--- src/rtl/ttup_pkg.sv ---
// Shared types and constants for the text to unsigned parser.
`timescale 1ns / 1ps
package ttup_pkg;

    localparam int OffsetBitsDefault = 16;
    localparam int CharW             = 8;
    localparam int BaseW             = 6;
    localparam int DigitW            = 6;
    localparam int ValueW            = 64;
    localparam int OutOffsetW        = 16;

    typedef enum logic [2:0] {
        PH_IDLE,
        PH_LEAD,
        PH_FIRST,
        PH_ZERO,
        PH_HEXFIRST,
        PH_DIGITS
    } t_phase;

    localparam logic [CharW-1:0] CH_0     = 8'h30;
    localparam logic [CharW-1:0] CH_9     = 8'h39;
    localparam logic [CharW-1:0] CH_UA    = 8'h41;
    localparam logic [CharW-1:0] CH_UZ    = 8'h5A;
    localparam logic [CharW-1:0] CH_LA    = 8'h61;
    localparam logic [CharW-1:0] CH_LZ    = 8'h7A;
    localparam logic [CharW-1:0] CH_MINUS = 8'h2D;
    localparam logic [CharW-1:0] CH_PLUS  = 8'h2B;
    localparam logic [CharW-1:0] CH_LX    = 8'h78;
    localparam logic [CharW-1:0] CH_UX    = 8'h58;
    localparam logic [CharW-1:0] CH_SPACE = 8'h20;
    localparam logic [CharW-1:0] CH_TAB   = 8'h09;
    localparam logic [CharW-1:0] CH_CR    = 8'h0D;

    // 'A' - 10 and 'a' - 10
    localparam logic [CharW-1:0] UPPER_BIAS = 8'd55;
    localparam logic [CharW-1:0] LOWER_BIAS = 8'd87;

    localparam logic [BaseW-1:0] BASE_AUTO = 6'd0;
    localparam logic [BaseW-1:0] BASE_OCT  = 6'd8;
    localparam logic [BaseW-1:0] BASE_DEC  = 6'd10;
    localparam logic [BaseW-1:0] BASE_HEX  = 6'd16;

    typedef struct packed {
        logic              ok;
        logic              carry;
        logic [ValueW-1:0] acc;
    } t_digit_res;

endpackage

--- src/rtl/ttup_char_if.sv ---
// Character request channel.
`timescale 1ns / 1ps
interface ttup_char_if;
    logic                           valid;
    logic                           ready;
    logic [ttup_pkg::CharW-1:0]     char_code;
    logic                           starts_string;

    modport source (output valid, output char_code, output starts_string, input ready);
    modport sink (input valid, input char_code, input starts_string, output ready);
endinterface

--- src/rtl/ttup_result_if.sv ---
// Conversion result channel.
`timescale 1ns / 1ps
interface ttup_result_if;
    logic                               valid;
    logic                               ready;
    logic [ttup_pkg::ValueW-1:0]        value;
    logic [ttup_pkg::OutOffsetW-1:0]    end_offset;
    logic                               overflowed;
    logic                               digits_seen;

    modport source (output valid, output value, output end_offset, output overflowed,
                    output digits_seen, input ready);
    modport sink (input valid, input value, input end_offset, input overflowed,
                  input digits_seen, output ready);
endinterface

--- src/rtl/ttup_cfg_if.sv ---
// Base register write channel.
`timescale 1ns / 1ps
interface ttup_cfg_if;
    logic                           valid;
    logic                           ready;
    logic [ttup_pkg::BaseW-1:0]     number_base;

    modport source (output valid, output number_base, input ready);
    modport sink (input valid, input number_base, output ready);
endinterface

--- src/rtl/text_to_unsigned_parser.sv ---
// Streaming text to unsigned 64-bit converter, top level.
// A character is registered in the input register; a finished result is registered in the result register.
// Throughput: one character per cycle while no result stalls; the step is one 64x6 multiply-add in a single pass.
// A character that ends a conversion stalls only while the result register is still full.
// Reset (synchronous, active low): idle, no string in progress, base register 0.
`timescale 1ns / 1ps
module text_to_unsigned_parser #(
    parameter int OFFSET_BITS = ttup_pkg::OffsetBitsDefault
) (
    input  logic         i_clk,
    input  logic         i_rst_n,
    ttup_char_if.sink    i_char,
    ttup_cfg_if.sink     i_cfg,
    ttup_result_if.source o_result
);

    localparam logic [OFFSET_BITS-1:0] PosMax = '1;

    logic [ttup_pkg::BaseW-1:0] r_cfg_base;

    logic                       r_in_valid;
    logic [ttup_pkg::CharW-1:0] r_in_char;
    logic                       r_in_start;

    ttup_pkg::t_phase            r_phase, n_phase;
    logic [ttup_pkg::ValueW-1:0] r_acc, n_acc;
    logic [ttup_pkg::BaseW-1:0]  r_base, n_base;
    logic                        r_minus, n_minus;
    logic                        r_ovf, n_ovf;
    logic                        r_dig, n_dig;
    logic [OFFSET_BITS-1:0]      r_pos, n_pos;

    logic                            r_out_valid;
    logic [ttup_pkg::ValueW-1:0]     r_out_value;
    logic [ttup_pkg::OutOffsetW-1:0] r_out_offset;
    logic                            r_out_ovf;
    logic                            r_out_dig;

    ttup_pkg::t_phase            cur_phase;
    logic [ttup_pkg::ValueW-1:0] cur_acc;
    logic [ttup_pkg::BaseW-1:0]  cur_base;
    logic                        cur_minus, cur_ovf, cur_dig;
    logic [OFFSET_BITS-1:0]      cur_pos;

    ttup_pkg::t_phase            p_phase;
    logic [ttup_pkg::BaseW-1:0]  p_base;
    logic                        p_minus;
    logic                        p_pos_inc;
    logic                        p_zero_dig;
    logic                        p_first;
    logic                        do_digit;
    logic [ttup_pkg::BaseW-1:0]  td_base;
    logic                        is_ws;

    ttup_pkg::t_digit_res        dres;

    logic                        pos_inc;
    logic                        emit;
    logic                        advance;
    logic                        emit_dig;
    logic [31:0]                 pos_wide;
    logic [ttup_pkg::ValueW-1:0] emit_value;

    // Config register
    assign i_cfg.ready = 1'b1;

    always_ff @(posedge i_clk) begin
        if (!i_rst_n) begin
            r_cfg_base <= ttup_pkg::BASE_AUTO;
        end else if (i_cfg.valid) begin
            r_cfg_base <= i_cfg.number_base;
        end
    end

    // Input register
    assign i_char.ready = !r_in_valid || advance;

    always_ff @(posedge i_clk) begin
        if (!i_rst_n) begin
            r_in_valid <= 1'b0;
        end else if (i_char.ready) begin
            r_in_valid <= i_char.valid;
        end
    end

    always_ff @(posedge i_clk) begin
        if (i_char.ready && i_char.valid) begin
            r_in_char  <= i_char.char_code;
            r_in_start <= i_char.starts_string;
        end
    end

    // Effective state: a string start restarts everything
    always_comb begin
        if (r_in_start) begin
            cur_phase = ttup_pkg::PH_LEAD;
            cur_acc   = '0;
            cur_base  = r_cfg_base;
            cur_minus = 1'b0;
            cur_ovf   = 1'b0;
            cur_dig   = 1'b0;
            cur_pos   = '0;
        end else begin
            cur_phase = r_phase;
            cur_acc   = r_acc;
            cur_base  = r_base;
            cur_minus = r_minus;
            cur_ovf   = r_ovf;
            cur_dig   = r_dig;
            cur_pos   = r_pos;
        end
    end

    // Leading whitespace, sign and prefix handling, selects the base for the digit step
    always_comb begin
        p_phase    = cur_phase;
        p_base     = cur_base;
        p_minus    = cur_minus;
        p_pos_inc  = 1'b0;
        p_zero_dig = 1'b0;
        p_first    = 1'b0;
        do_digit   = 1'b0;
        td_base    = cur_base;
        is_ws      = (r_in_char == ttup_pkg::CH_SPACE) ||
                     (r_in_char >= ttup_pkg::CH_TAB && r_in_char <= ttup_pkg::CH_CR);

        unique case (cur_phase)
            ttup_pkg::PH_IDLE: begin
                p_phase = ttup_pkg::PH_IDLE;
            end
            ttup_pkg::PH_LEAD: begin
                if (is_ws) begin
                    p_pos_inc = 1'b1;
                end else if (r_in_char == ttup_pkg::CH_MINUS ||
                             r_in_char == ttup_pkg::CH_PLUS) begin
                    p_minus   = (r_in_char == ttup_pkg::CH_MINUS);
                    p_phase   = ttup_pkg::PH_FIRST;
                    p_pos_inc = 1'b1;
                end else begin
                    p_first = 1'b1;
                end
            end
            ttup_pkg::PH_FIRST: begin
                p_first = 1'b1;
            end
            ttup_pkg::PH_ZERO: begin
                if (r_in_char == ttup_pkg::CH_LX || r_in_char == ttup_pkg::CH_UX) begin
                    p_base    = ttup_pkg::BASE_HEX;
                    p_phase   = ttup_pkg::PH_HEXFIRST;
                    p_pos_inc = 1'b1;
                end else begin
                    td_base    = (cur_base == ttup_pkg::BASE_AUTO) ? ttup_pkg::BASE_OCT
                                                                    : cur_base;
                    p_base     = td_base;
                    p_zero_dig = 1'b1;
                    do_digit   = 1'b1;
                end
            end
            ttup_pkg::PH_HEXFIRST, ttup_pkg::PH_DIGITS: begin
                do_digit = 1'b1;
            end
            default: begin
                p_phase = ttup_pkg::PH_IDLE;
            end
        endcase

        if (p_first) begin
            if ((cur_base == ttup_pkg::BASE_AUTO || cur_base == ttup_pkg::BASE_HEX) &&
                r_in_char == ttup_pkg::CH_0) begin
                p_phase   = ttup_pkg::PH_ZERO;
                p_pos_inc = 1'b1;
            end else begin
                td_base  = (cur_base == ttup_pkg::BASE_AUTO) ? ttup_pkg::BASE_DEC : cur_base;
                p_base   = td_base;
                do_digit = 1'b1;
            end
        end
    end

    ttup_digit_acc u_digit (
        .i_char (r_in_char),
        .i_base (td_base),
        .i_acc  (cur_acc),
        .o_res  (dres)
    );

    // Digit step and end of conversion
    always_comb begin
        n_phase = p_phase;
        n_base  = p_base;
        n_minus = p_minus;
        n_acc   = cur_acc;
        n_ovf   = cur_ovf;
        n_dig   = cur_dig || p_zero_dig;
        pos_inc = p_pos_inc;
        emit    = 1'b0;

        if (do_digit) begin
            if (dres.ok) begin
                if (cur_ovf || dres.carry) begin
                    n_ovf = 1'b1;
                end else begin
                    n_acc = dres.acc;
                end
                n_dig   = 1'b1;
                n_phase = ttup_pkg::PH_DIGITS;
                pos_inc = 1'b1;
            end else begin
                emit    = 1'b1;
                n_phase = ttup_pkg::PH_IDLE;
            end
        end

        n_pos = (pos_inc && cur_pos != PosMax) ? cur_pos + 1'b1 : cur_pos;

        emit_dig = cur_dig || p_zero_dig;
        pos_wide = 32'(cur_pos);
        if (cur_ovf) begin
            emit_value = '1;
        end else if (cur_minus) begin
            emit_value = ttup_pkg::ValueW'(0) - cur_acc;
        end else begin
            emit_value = cur_acc;
        end
    end

    assign advance = r_in_valid && (!emit || !r_out_valid || o_result.ready);

    // Parse state
    always_ff @(posedge i_clk) begin
        if (!i_rst_n) begin
            r_phase <= ttup_pkg::PH_IDLE;
        end else if (advance) begin
            r_phase <= n_phase;
        end
    end

    always_ff @(posedge i_clk) begin
        if (advance) begin
            r_acc   <= n_acc;
            r_base  <= n_base;
            r_minus <= n_minus;
            r_ovf   <= n_ovf;
            r_dig   <= n_dig;
            r_pos   <= n_pos;
        end
    end

    // Result register
    always_ff @(posedge i_clk) begin
        if (!i_rst_n) begin
            r_out_valid <= 1'b0;
        end else if (advance && emit) begin
            r_out_valid <= 1'b1;
        end else if (o_result.ready) begin
            r_out_valid <= 1'b0;
        end
    end

    always_ff @(posedge i_clk) begin
        if (advance && emit) begin
            r_out_value  <= emit_value;
            r_out_offset <= emit_dig ? pos_wide[ttup_pkg::OutOffsetW-1:0] : '0;
            r_out_ovf    <= cur_ovf;
            r_out_dig    <= emit_dig;
        end
    end

    assign o_result.valid       = r_out_valid;
    assign o_result.value       = r_out_value;
    assign o_result.end_offset  = r_out_offset;
    assign o_result.overflowed  = r_out_ovf;
    assign o_result.digits_seen = r_out_dig;

endmodule

--- src/rtl/ttup_digit_acc.sv ---
// Digit decode and multiply-accumulate step with carry-out detect.
`timescale 1ns / 1ps
module ttup_digit_acc (
    input  logic [ttup_pkg::CharW-1:0]  i_char,
    input  logic [ttup_pkg::BaseW-1:0]  i_base,
    input  logic [ttup_pkg::ValueW-1:0] i_acc,
    output ttup_pkg::t_digit_res        o_res
);

    localparam int ProdW = ttup_pkg::ValueW + ttup_pkg::BaseW;

    logic [ttup_pkg::CharW-1:0]  d8;
    logic                        is_dig;
    logic [ttup_pkg::DigitW-1:0] digit;
    logic [ProdW-1:0]            prod;
    logic [ProdW-1:0]            sum;

    always_comb begin
        if (i_char >= ttup_pkg::CH_0 && i_char <= ttup_pkg::CH_9) begin
            d8     = i_char - ttup_pkg::CH_0;
            is_dig = 1'b1;
        end else if (i_char >= ttup_pkg::CH_UA && i_char <= ttup_pkg::CH_UZ) begin
            d8     = i_char - ttup_pkg::UPPER_BIAS;
            is_dig = 1'b1;
        end else if (i_char >= ttup_pkg::CH_LA && i_char <= ttup_pkg::CH_LZ) begin
            d8     = i_char - ttup_pkg::LOWER_BIAS;
            is_dig = 1'b1;
        end else begin
            d8     = '0;
            is_dig = 1'b0;
        end
        digit = d8[ttup_pkg::DigitW-1:0];

        prod = ProdW'(i_acc) * ProdW'(i_base);
        sum  = prod + ProdW'(digit);

        o_res.ok    = is_dig && (digit < i_base);
        o_res.carry = |sum[ProdW-1:ttup_pkg::ValueW];
        o_res.acc   = sum[ttup_pkg::ValueW-1:0];
    end

endmodule
--- src/flat_wrapper.sv ---
// flat-port wrapper written by rule: the top's interface ports become plain ports
module text_to_unsigned_parser_flat 
#(
    parameter int OFFSET_BITS = ttup_pkg::OffsetBitsDefault
)
  (i_clk, i_rst_n, i_char_valid, i_char_char_code, i_char_starts_string, i_char_ready, i_cfg_valid, i_cfg_number_base, i_cfg_ready, o_result_valid, o_result_value, o_result_end_offset, o_result_overflowed, o_result_digits_seen, o_result_ready);
  ttup_char_if i_char_i ();
  ttup_cfg_if i_cfg_i ();
  ttup_result_if o_result_i ();
  input  logic i_clk;
  input  logic i_rst_n;
  input wire logic [$bits(i_char_i.valid)-1:0] i_char_valid;
  input wire logic [$bits(i_char_i.char_code)-1:0] i_char_char_code;
  input wire logic [$bits(i_char_i.starts_string)-1:0] i_char_starts_string;
  output wire logic [$bits(i_char_i.ready)-1:0] i_char_ready;
  input wire logic [$bits(i_cfg_i.valid)-1:0] i_cfg_valid;
  input wire logic [$bits(i_cfg_i.number_base)-1:0] i_cfg_number_base;
  output wire logic [$bits(i_cfg_i.ready)-1:0] i_cfg_ready;
  output wire logic [$bits(o_result_i.valid)-1:0] o_result_valid;
  output wire logic [$bits(o_result_i.value)-1:0] o_result_value;
  output wire logic [$bits(o_result_i.end_offset)-1:0] o_result_end_offset;
  output wire logic [$bits(o_result_i.overflowed)-1:0] o_result_overflowed;
  output wire logic [$bits(o_result_i.digits_seen)-1:0] o_result_digits_seen;
  input wire logic [$bits(o_result_i.ready)-1:0] o_result_ready;
  assign i_char_i.valid = i_char_valid;
  assign i_char_i.char_code = i_char_char_code;
  assign i_char_i.starts_string = i_char_starts_string;
  assign i_char_ready = i_char_i.ready;
  assign i_cfg_i.valid = i_cfg_valid;
  assign i_cfg_i.number_base = i_cfg_number_base;
  assign i_cfg_ready = i_cfg_i.ready;
  assign o_result_valid = o_result_i.valid;
  assign o_result_value = o_result_i.value;
  assign o_result_end_offset = o_result_i.end_offset;
  assign o_result_overflowed = o_result_i.overflowed;
  assign o_result_digits_seen = o_result_i.digits_seen;
  assign o_result_i.ready = o_result_ready;
  text_to_unsigned_parser #(.OFFSET_BITS(OFFSET_BITS)) u_core (.i_clk(i_clk), .i_rst_n(i_rst_n), .i_char(i_char_i), .i_cfg(i_cfg_i), .o_result(o_result_i));
endmodule
--- config.mk ---
export PLATFORM = sky130hd
export DESIGN_NAME = text_to_unsigned_parser_flat
export DESIGN_NICKNAME = d
export VERILOG_FILES = /design/src/rtl/ttup_pkg.sv /design/src/rtl/ttup_char_if.sv /design/src/rtl/ttup_result_if.sv /design/src/rtl/ttup_cfg_if.sv /design/src/rtl/text_to_unsigned_parser.sv /design/src/rtl/ttup_digit_acc.sv /design/src/flat_wrapper.sv
export SDC_FILE = /design/constraint.sdc
export NUM_CORES = 1
export LEC_CHECK = 0
export BUFFER_PORTS_ARGS = -buffer_cell sky130_fd_sc_hd__buf_2
export CAP_MARGIN = 20
export CORE_ASPECT_RATIO = 0.75
export CORE_MARGIN = 2
export CORE_UTILIZATION = 39
export CTS_CLUSTER_DIAMETER = 50
export CTS_CLUSTER_SIZE = 28
export DETAILED_ROUTE_END_ITERATION = 7
export PLACE_DENSITY = 0.54
export SKIP_LAST_GASP = 1
export SYNTH_ARGS = -nofsm -noshare
export SYNTH_HDL_FRONTEND = slang
export SYNTH_SLANG_ARGS = --single-unit
export TNS_END_PERCENT = 5
--- constraint.sdc ---
create_clock -name i_clk -period 8.8 [get_ports i_clk]
set_input_delay 0 -clock i_clk [delete_from_list [all_inputs] [get_ports i_clk]]
set_output_delay 0 -clock i_clk [all_outputs]
set_load 0.05 [all_outputs]
# Word level (Yosys, flattened, before mapping)

Cells that the tools add are included.

Bits in writable memories: 0
ROM bits: 0
Bits of input ports: 20
Memories kept: 0
Output and inout port bits: 85
Latch bits: 0
Flip-flop bits (word level): 191

Divide/modulo/power cells: 0
Muxes and demuxes: 64
Shift operators: 0
Multiply operators: 1
Add/sub/neg operators: 6
Order comparisons: 9
Bitwise gates (word level): 0
Reductions and logical operators: 27
Equal/unequal tests: 13

Operators by type and width:

| operator                                                                         | number |
|---|---|
| 64-bit 2-to-1 mux                                                                | 5 |
| 6-bit 2-to-1 mux                                                                 | 14 |
| 70-bit by 6-bit adder with 70-bit output                                         | 1 |
| 64-bit by 6-bit multiplier with 70-bit output                                    | 1 |
| 1-bit by 64-bit subtractor with 64-bit output, first input constant              | 1 |
| 8-bit by 6-bit equality test with 1-bit output, second input constant            | 4 |
| 16-bit 2-to-1 mux                                                                | 2 |
| 1-bit 2-to-1 mux                                                                 | 31 |
| 3-bit 2-to-1 mux                                                                 | 8 |
| 16-bit by 1-bit adder with 16-bit output, second input constant                  | 1 |
| 8-bit by 7-bit equality test with 1-bit output, second input constant            | 2 |
| 8-bit by 7-bit >= comparator with 1-bit output, second input constant            | 2 |
| 8-bit by 7-bit less-or-equal comparator with 1-bit output, second input constant | 2 |
| 16-bit inequality test, second input constant                                    | 1 |
| 6-bit subtractor, second input constant                                          | 2 |
| 1-bit logical AND                                                                | 10 |
| 1-bit logical OR                                                                 | 9 |
| 3-bit case mux with 3 select lines                                               | 1 |
| 8-bit by 4-bit >= comparator with 1-bit output, second input constant            | 1 |
| 8-bit by 6-bit >= comparator with 1-bit output, second input constant            | 1 |
| 8-bit by 4-bit less-or-equal comparator with 1-bit output, second input constant | 1 |
| 8-bit by 6-bit less-or-equal comparator with 1-bit output, second input constant | 1 |
| 3-bit by 2-bit equality test with 1-bit output, second input constant            | 2 |
| 3-bit equality test, second input constant                                       | 2 |
| 11 further kinds                                                                 | 15 |

# Depth between registers and ports, before layout

Gate-level depths: netlist (run 1).

Word-level depth: 17
Depth in mapped cells: 31

# Modules after synthesis

A second synthesis (run 1) with hierarchy kept.

Cell total of the unflattened synthesis: 2,606
Area total of the unflattened synthesis: 23,940.5 um^2

By module, submodules not included:

| module                  | cells an instance | area an instance (um^2) | seq. area each (um^2) | times used |
|---|---|---|---|---|
| ttup_digit_acc          | 1,706             | 13,763.2                | 0.0                   | 1 |
| text_to_unsigned_parser | 900               | 10,177.3                | 5,625.4               | 1 |

# Worst setup path after synthesis (run 1)

OpenSTA, ideal clock, no wires.

Path type: reg-to-reg
Start point: register u_core.r_in_start
End point: register u_core.r_acc[58] (netlist name), data pin
Setup time: 260 ps
Arrival time: 7,545 ps
Path buffers: 8
Path slack: 995 ps
Cell stages (with the launch flop): 31
Clock period less this slack: 7,805 ps
Required time: 8,540 ps
Path through: edfxtp_1 > buf_2 > clkbuf_1 > clkbuf_1 > buf_1 > buf_2 > mux2_2 > a41oi_1 > clkbuf_1 > nor2_1 > fa_1 > inv_1 > fa_1 > inv_1 > fa_1 > inv_1 > fa_1 > inv_1 > ha_1 > o211ai_1 > o211ai_1 > o211ai_1 > a21oi_1 > a21oi_1 > o21a_1 > o31a_1 > xnor2_1 > or4_1 > buf_2 > buf_6 > mux2_4

Cells in the longest elaborated chain, start to end: 14

Ends and longest elaborated chain:

| what                                          | RTL line                                                                                       | source |
|---|---|---|
| start, declared                               | text_to_unsigned_parser.sv:23                                                                  | `logic r_in_start;` |
| start signal, assigned                        | text_to_unsigned_parser.sv:89                                                                  | `r_in_start <= i_char.starts_string;` |
| 6-bit 2-to-1 mux                              | text_to_unsigned_parser.sv:95                                                                  | `if (r_in_start) begin` |
| 6-bit logical NOT                             | text_to_unsigned_parser.sv:152, text_to_unsigned_parser.sv:168, text_to_unsigned_parser.sv:173 |  |
| 6-bit 2-to-1 mux                              | text_to_unsigned_parser.sv:152                                                                 | `td_base = (cur_base == ttup_pkg::BASE_AUTO) ? ttup_pkg::BASE_OCT` |
| 6-bit 2-to-1 mux                              | text_to_unsigned_parser.sv:147                                                                 | `if (r_in_char == ttup_pkg::CH_LX \|\| r_in_char == ttup_pkg::CH_UX) begin` |
| 6-bit 2-to-1 mux                              | text_to_unsigned_parser.sv:127                                                                 | `unique case (cur_phase)` |
| 6-bit 2-to-1 mux                              | text_to_unsigned_parser.sv:168                                                                 | `if ((cur_base == ttup_pkg::BASE_AUTO \|\| cur_base == ttup_pkg::BASE_HEX) &&` |
| 6-bit 2-to-1 mux                              | text_to_unsigned_parser.sv:167                                                                 | `if (p_first) begin` |
| 64-bit by 6-bit multiplier with 70-bit output | ttup_digit_acc.sv:34                                                                           | `prod = ProdW'(i_acc) * ProdW'(i_base);` |
| 70-bit by 6-bit adder with 70-bit output      | ttup_digit_acc.sv:35                                                                           | `sum = prod + ProdW'(digit);` |
| 6-bit OR reduction                            | ttup_digit_acc.sv:38                                                                           | `o_res.carry = \|sum[ProdW-1:ttup_pkg::ValueW];` |
| 1-bit logical OR                              | text_to_unsigned_parser.sv:200                                                                 | `if (cur_ovf \|\| dres.carry) begin` |
| 64-bit 2-to-1 mux                             | text_to_unsigned_parser.sv:200                                                                 |  |
| 64-bit 2-to-1 mux                             | text_to_unsigned_parser.sv:199                                                                 | `if (dres.ok) begin` |
| 64-bit 2-to-1 mux (*)                         | text_to_unsigned_parser.sv:198                                                                 | `if (do_digit) begin` |
| via u_core.n_acc, one bit                     | text_to_unsigned_parser.sv:26                                                                  | `logic [ttup_pkg::ValueW-1:0] r_acc, n_acc;` |
| end signal, assigned                          | text_to_unsigned_parser.sv:240                                                                 | `r_acc <= n_acc;` |
| end, declared                                 | text_to_unsigned_parser.sv:26                                                                  |  |

Mark *: on every way through the listed nets, which the timed path passes. The rest lies on a longest branch.
A chain may end at the register's enable or synchronous reset.

# Worst setup path after layout (run 1)

Start point: register u_core.r_in_char[1] (netlist name)
End point: register u_core.r_acc[37] (netlist name), data pin

Cells in the longest elaborated chain, start to end: 13

Ends and longest elaborated chain:

| what                                                                         | RTL line                                                       | source |
|---|---|---|
| start, declared                                                              | text_to_unsigned_parser.sv:22                                  | `logic [ttup_pkg::CharW-1:0] r_in_char;` |
| start signal, assigned                                                       | text_to_unsigned_parser.sv:88                                  | `r_in_char <= i_char.char_code;` |
| 8-bit by 4-bit >= comparator with 1-bit output, or another cell as far along | text_to_unsigned_parser.sv:125                                 | `(r_in_char >= ttup_pkg::CH_TAB && r_in_char <= ttup_pkg::CH_CR);` |
| 1-bit logical AND, or another cell as far along                              | text_to_unsigned_parser.sv:125                                 |  |
| 1-bit logical OR, or another cell as far along                               | text_to_unsigned_parser.sv:124                                 | `is_ws = (r_in_char == ttup_pkg::CH_SPACE) \|\|` |
| 1-bit 2-to-1 mux or 6-bit 2-to-1 mux (tied branches)                         | text_to_unsigned_parser.sv:132, text_to_unsigned_parser.sv:127 |  |
| 1-bit case mux with 2 select lines or 6-bit 2-to-1 mux (tied branches)       | text_to_unsigned_parser.sv:127, text_to_unsigned_parser.sv:168 |  |
| 6-bit 2-to-1 mux                                                             | text_to_unsigned_parser.sv:167                                 |  |
| 64-bit by 6-bit multiplier with 70-bit output                                | ttup_digit_acc.sv:34                                           |  |
| 70-bit by 6-bit adder with 70-bit output                                     | ttup_digit_acc.sv:35                                           |  |
| 6-bit OR reduction                                                           | ttup_digit_acc.sv:38                                           |  |
| 1-bit logical OR                                                             | text_to_unsigned_parser.sv:200                                 |  |
| 64-bit 2-to-1 mux                                                            | text_to_unsigned_parser.sv:200                                 |  |
| 64-bit 2-to-1 mux                                                            | text_to_unsigned_parser.sv:199                                 |  |
| 64-bit 2-to-1 mux (*)                                                        | text_to_unsigned_parser.sv:198                                 |  |
| via u_core.n_acc, one bit                                                    | text_to_unsigned_parser.sv:26                                  |  |

Marks and branches as above.

==> results of run 1 <==
==> where the power goes <==
part	internal, mW	switching, mW	total (mW)
sequential	1.06	0.0467	1.10
clock	0.386	0.458	0.844
combinational	0.585	1.06	1.64
total	2.03	1.56	3.59
==> per-layer routing <==
layer	GRT usage	vias up	wire length, µm
li1	-	8695	-
met2	0.322	717	28200
met4	0.0576	2	1150
met1	0.366	9408	36000
met5	0	-	9
met3	0.0815	69	7230
==> cell type report <==
cell class	instances	area (µm²)	share of cell area
sequential	191	5630	0.219
clock inverter	15	191	0.00746
inverter	82	310	0.0121
tap	790	988	0.0385
antenna	1	2.50	0.0000975
multi-input combinational	2070	17000	0.663
timing repair buffer	170	1120	0.0436
clock buffer	17	425	0.0166
==> critical path, delay by kind of cell (launching register included) <==
kind | cells | cell delay, ns
buffers and inverters | 3 | 0.76
AND/OR/NAND/NOR | 6 | 1.96
flip-flops | 1 | 0.51
XOR/XNOR | 1 | 0.14
adder cells (fa/ha/maj) | 6 | 2.54
AO/OA/AOI/OAI | 8 | 1.91
multiplexers | 1 | 0.29
==> registers in the layout (all words and copies together) (netlist names), 3 cells and up <==
register / flops
u_core.r_in_char: 8
u_core.r_pos: 16
u_core.r_phase: 3
u_core.o_result.end_offset: 16
u_core.o_result.value: 64
u_core.r_cfg_base: 6
u_core.r_acc: 64
u_core.r_base: 6
==> how the worst min path moves through the flow <==
stage | cells after the start | endpoint | slack, ns
floorplan | 0 | u_core.r_in_char[0] | 0.1
global placement | 1 | u_core.r_in_char[3] | 0.18
detailed placement | 1 | u_core.r_in_start | 0.18
CTS | 2 | u_core.r_in_start | 0.15
global route | 2 | u_core.r_in_char[6] | 0.20
finish | 2 | u_core.r_in_char[3] | 0.19
==> cell families after synthesis <==
group / count (synthesis) / synth area share
buffers and inverters: 217 / 0.0363
other: 1 / 0.000160
AOI/OAI and AO/OA: 445 / 0.119
xor gates and xnor gates: 131 / 0.0490
DFF: 191 / 0.240
muxes: 84 / 0.0370
adders and majority gates: 415 / 0.303
and+or+nand+nor: 994 / 0.216
==> timing repair <==
item,in CTS,in global routing
hold buffers,32,0
setup endpoints to repair,0,52
endpoints found under the hold margin,20,0
gates resized for setup,0,6
==> synthesized netlist by cell type, types with 4 or more instances <==
master,count,area (µm²)
inv_1,79,297
o211ai_1,11,82.6
dfxtp_1,11,220
a41oi_1,4,35.0
o21a_1,14,105
buf_1,9,33.8
or3_1,10,62.6
o22ai_1,7,43.8
a21o_1,22,165
a21oi_1,168,841
and2_1,263,1650
clkbuf_1,105,394
nor4_1,25,156
or2_2,7,43.8
ha_1,163,2040
a31oi_1,13,81.3
mux2i_1,72,721
nor2b_1,80,500
o21ai_1,10,50.1
xor2_1,71,622
o21ai_0,84,420
nor2_1,252,946
fa_1,252,5040
a311oi_1,5,43.8
nand2b_1,23,144
buf_2,19,95.1
nand3_1,17,85.1
nand4_1,37,231
nand2_1,212,796
and3_1,6,37.5
nor3_1,36,180
or4_1,6,45.0
and4_1,4,35.0
edfxtp_1,180,5410
o21bai_1,18,135
a211oi_1,9,67.6
o31ai_1,25,188
mux2_2,9,101
o41ai_1,9,78.8
xnor2_1,60,526
a21boi_0,5,37.5
o211a_1,4,40.0
==> run summary, run 1 <==
Routability cong.: 0.890
Synth Instances: 2478
Postcts setup bufs: 0
Vias in the first global route: 19445
Vias/cell: 5.66
H-tree depth: 4
Leakage: 11.3 nW
Reg-to-Reg Start: u_core.r_in_char[1]
Layout cells sized above 1: 0.0837
DR pass1 iterations: 5
Final WL: 72500 µm
Max Fclk: 0.119 GHz
# DRC: 0
CP endpoint: u_core.r_acc[37]
Startpoint types: flip-flop
Synth Warn #: 0
RSZ-0062 raised after global routing: false
Async set or reset register ratio after synthesis: 0
First-pass GRT wire length: 115000 µm
Worst endpoint required time: 9.08 ns
Status: complete, no violations
Post-synth EDFFs: 180
Final standard cell area without fillers: 25700 µm²
Setup TNS: 0 ns
DR iter-0 viols: 1676
CP endpoint kind: flip-flop
Total grt overflow: 0
Final setup viols: 0
Synth-to-layout area growth: 9.63%
Wirelength per Cell: 21.7 µm
WP data arrival: 8.69 ns
Reg clk slew, reported paths: 0.09 ns
Min-delay worst type: in -> reg
Number of synthesized register bits: 191
Placed cell area: 24700 µm²
Die Area: 62000 µm²
Antenna violations before repair: 1
Layout fillers: 5805
Vert. Die Dim: 216 µm
DR vias: 18891
Final Hold Vio Count: 0
Kind of critical path: reg -> reg
CTS tree: yes
Syn_nets: 2913
Post-detail-place hpwl: 55200 µm
CTS sink count: 191
Placed cells: 3271
Ys flop type: edfxtp_1
Placement Setup Slack: 0.307 ns
Register area share after synthesis: 0.240
Core Util, Final: 0.434
Commonest non-fill, non-tap cell in the layout: and2_1
Most frequent cells in the layout: 263 x and2_1, 252 x fa_1, 251 x nor2_1
Starting Density: 0.396
Clk root buf: clkbuf_16
Max VDD drop: 0.000170 V
Reg2reg end: u_core.r_acc[37]
Clock buffer count from CTS: 17
Die Width: 287 µm
Slew Viols, Final: 0
Core ar.: 59200 µm²
Post-route ant nets: 0
Syn Area/Cell: 9.45 µm²
GRT Overall Usage: 0.241
Row count: 77
Pwr Total: 3.59 mW
Reg2reg setup slack: 0.39 ns
Minimum clock period: 8.41 ns
P per Cell Area: 140 nW/µm²
# port buffers: 103
CTS Buffer Depth: 2
Max-cap violations: 0
Worst skew pair latency: 0.52 ns
Hold Slack: 0.191 ns
Slew @ Worst Pin: 1.08 ns
Largest net degree at the start of global routing: 87
R2R depth: 25
CP max stage cell: or4_4
Post-Route Skew: 0.0271 ns
Netlist Area Pre-Place: 23400 µm²
CP max stage delay: 0.77 ns
Synth cell types: 81
CP startpoint: u_core.r_in_char[1]
Tcrit/Tclk final: 0.956
Final WS setup: 0.390 ns
Final Non-Filler Cells: 3336
I/O pin count: 105
Worst rel slew slack: 0.274
Max FO, Critical Path: 28
Hold Startpoint: i_char_char_code[3]
Final nets: 2967
Note: power is estimated with default switching activity, not from simulation.
==> inputs of run 2 (changes only) <==
--- a/config.mk
+++ b/config.mk
@@ -13,7 +13,6 @@
 export CTS_CLUSTER_DIAMETER = 50
 export CTS_CLUSTER_SIZE = 28
 export DETAILED_ROUTE_END_ITERATION = 7
-export PLACE_DENSITY = 0.54
 export SKIP_LAST_GASP = 1
 export SYNTH_ARGS = -nofsm -noshare
 export SYNTH_HDL_FRONTEND = slang
==> run 2 against run 1 <==
  * Sequential power about the same
  * Global-route usage shrank 0.71 points
  * Wire length fell by 0.81%
  * Fmax grew 0.69%
  * Worst hold slack improved by 0.054 ns
  * Via count is 1.0% higher
  * Sequential share of layout area hardly changed
  * Combinational power barely moved
  * Worst setup slack better by 0.058 ns
  * First-iteration DRC count grew 26%
  * Largest cell class unchanged
  * Largest power group unchanged
==> run summary, run 2 (synthesized netlist as in run 1, its figures left out) <==
Vert. Die Dim: 216 µm
Minimum clock period: 8.35 ns
Clock buffer count from CTS: 17
Max-cap violations: 0
Worst rel slew slack: 0.285
Final Non-Filler Cells: 3337
Max FO, Critical Path: 12
P per Cell Area: 140 nW/µm²
Die Width: 287 µm
CP max stage delay: 0.77 ns
Core ar.: 59200 µm²
Worst skew pair latency: 0.49 ns
Clk root buf: clkbuf_16
Starting Density: 0.396
Routability cong.: 0.951
Final Hold Vio Count: 0
Core Util, Final: 0.434
Status: complete, no violations
DR pass1 iterations: 6
Final WL: 71900 µm
Largest net degree at the start of global routing: 83
CTS tree: yes
Post-route ant nets: 0
Layout cells sized above 1: 0.0840
Slew @ Worst Pin: 1.06 ns
Final setup viols: 0
Leakage: 11.3 nW
Tcrit/Tclk final: 0.949
Antenna violations before repair: 3
Wirelength per Cell: 21.6 µm
DR iter-0 viols: 2109
Reg clk slew, reported paths: 0.08 ns
Diodes inserted: 0
Kind of critical path: reg -> reg
First-pass GRT wire length: 113000 µm
Vias in the first global route: 19210
CTS Buffer Depth: 2
Row count: 77
Total grt overflow: 0
CP max stage cell: or4_4
Synth-to-layout area growth: 9.71%
Setup TNS: 0 ns
Worst endpoint required time: 9.03 ns
# DRC: 0
H-tree depth: 4
CP endpoint kind: flip-flop
Post-detail-place hpwl: 54200 µm
Startpoint types: flip-flop
Final nets: 2969
Most frequent cells in the layout: 263 x and2_1, 252 x fa_1, 251 x nor2_1
Critical path buffers and inverters: 5
Placed cells: 3271
Max VDD drop: 0.000146 V
Die Area: 62000 µm²
CTS sink count: 191
GRT Overall Usage: 0.233
# port buffers: 103
I/O pin count: 105
Slew Viols, Final: 0
Min-delay worst type: in -> reg
Post-Route Skew: 0.0207 ns
Postcts setup bufs: 0
DR vias: 19082
RSZ-0062 raised after global routing: false
Max Fclk: 0.120 GHz
CP top delay family: compound AO/OA/AOI/OAI gates
WP data arrival: 8.58 ns
Commonest non-fill, non-tap cell in the layout: and2_1
Vias/cell: 5.72
run 2: layer usage:
layer / vias up / track usage / share of wire / wire [µm]
li1: 8699 / - / - / -
met1: 9460 / 0.368 / 0.49 / 35500
met2: 869 / 0.317 / 0.40 / 28600
met3: 54 / 0.0654 / 0.10 / 7190
met4: 0 / 0.0349 / 0.0087 / 627
met5: - / 0 / 0 / 0
run 2: power by group:
part / switching, mW / internal, mW / total (mW)
clock: 0.443 / 0.396 / 0.838
sequential: 0.0443 / 1.06 / 1.10
combinational: 1.07 / 0.588 / 1.66
run 2: final timing paths:
kind	startpoint	end	slack [ns]	depth (start not counted)
max	u_core.r_in_char[1]	u_core.r_acc[46]	0.45	28
min	i_char_char_code[7]	u_core.r_in_char[7]	0.25	2
max reg2reg	u_core.r_in_char[1]	u_core.r_acc[46]	0.45	28
min reg2reg	u_core.r_phase[1]	u_core.r_phase[1]	0.52	2
run 2: layout make-up:
cell class,count,area [µm²]
well taps,790,988
multi-input cells,2072,17000
clock buffers,18,439
fillers,5769,33500
repair buffers,170,1120
flip-flops and latches,191,5630
clock inverters,14,186
inverters,82,310
run 2: repair_timing:
action,4_1_cts,5_1_grt
gates resized for setup,0,6
setup endpoints to repair,0,64
endpoints found under the hold margin,20,0
hold buffers,32,0
run 2: stage by stage:
step / instance area [µm²] / hold WS, ns / power, mW / worst slack [ns]
floorplan: 23400 / 0.0989 / 2.28 / 0.995
global placement: 24700 / 0.184 / 2.71 / 0.381
detailed placement: 24700 / 0.178 / 2.72 / 0.256
CTS: 25600 / 0.204 / 3.59 / 0.203
global route: 25700 / 0.225 / 3.83 / 0.00423
finish: 25700 / 0.246 / 3.60 / 0.448
run 2: worst reg2reg max path, delay by kind of cell, from the launching register on:
| family | cells | cell delay (ns) |
|---|---|---|
| AO/OA/AOI/OAI | 11 | 2.84 |
| flip-flops | 1 | 0.41 |
| AND/OR/NAND/NOR | 4 | 1.33 |
| XOR/XNOR | 1 | 0.12 |
| adder cells (fa/ha/maj) | 6 | 2.66 |
| multiplexers | 1 | 0.14 |
| buffers and inverters | 5 | 0.60 |
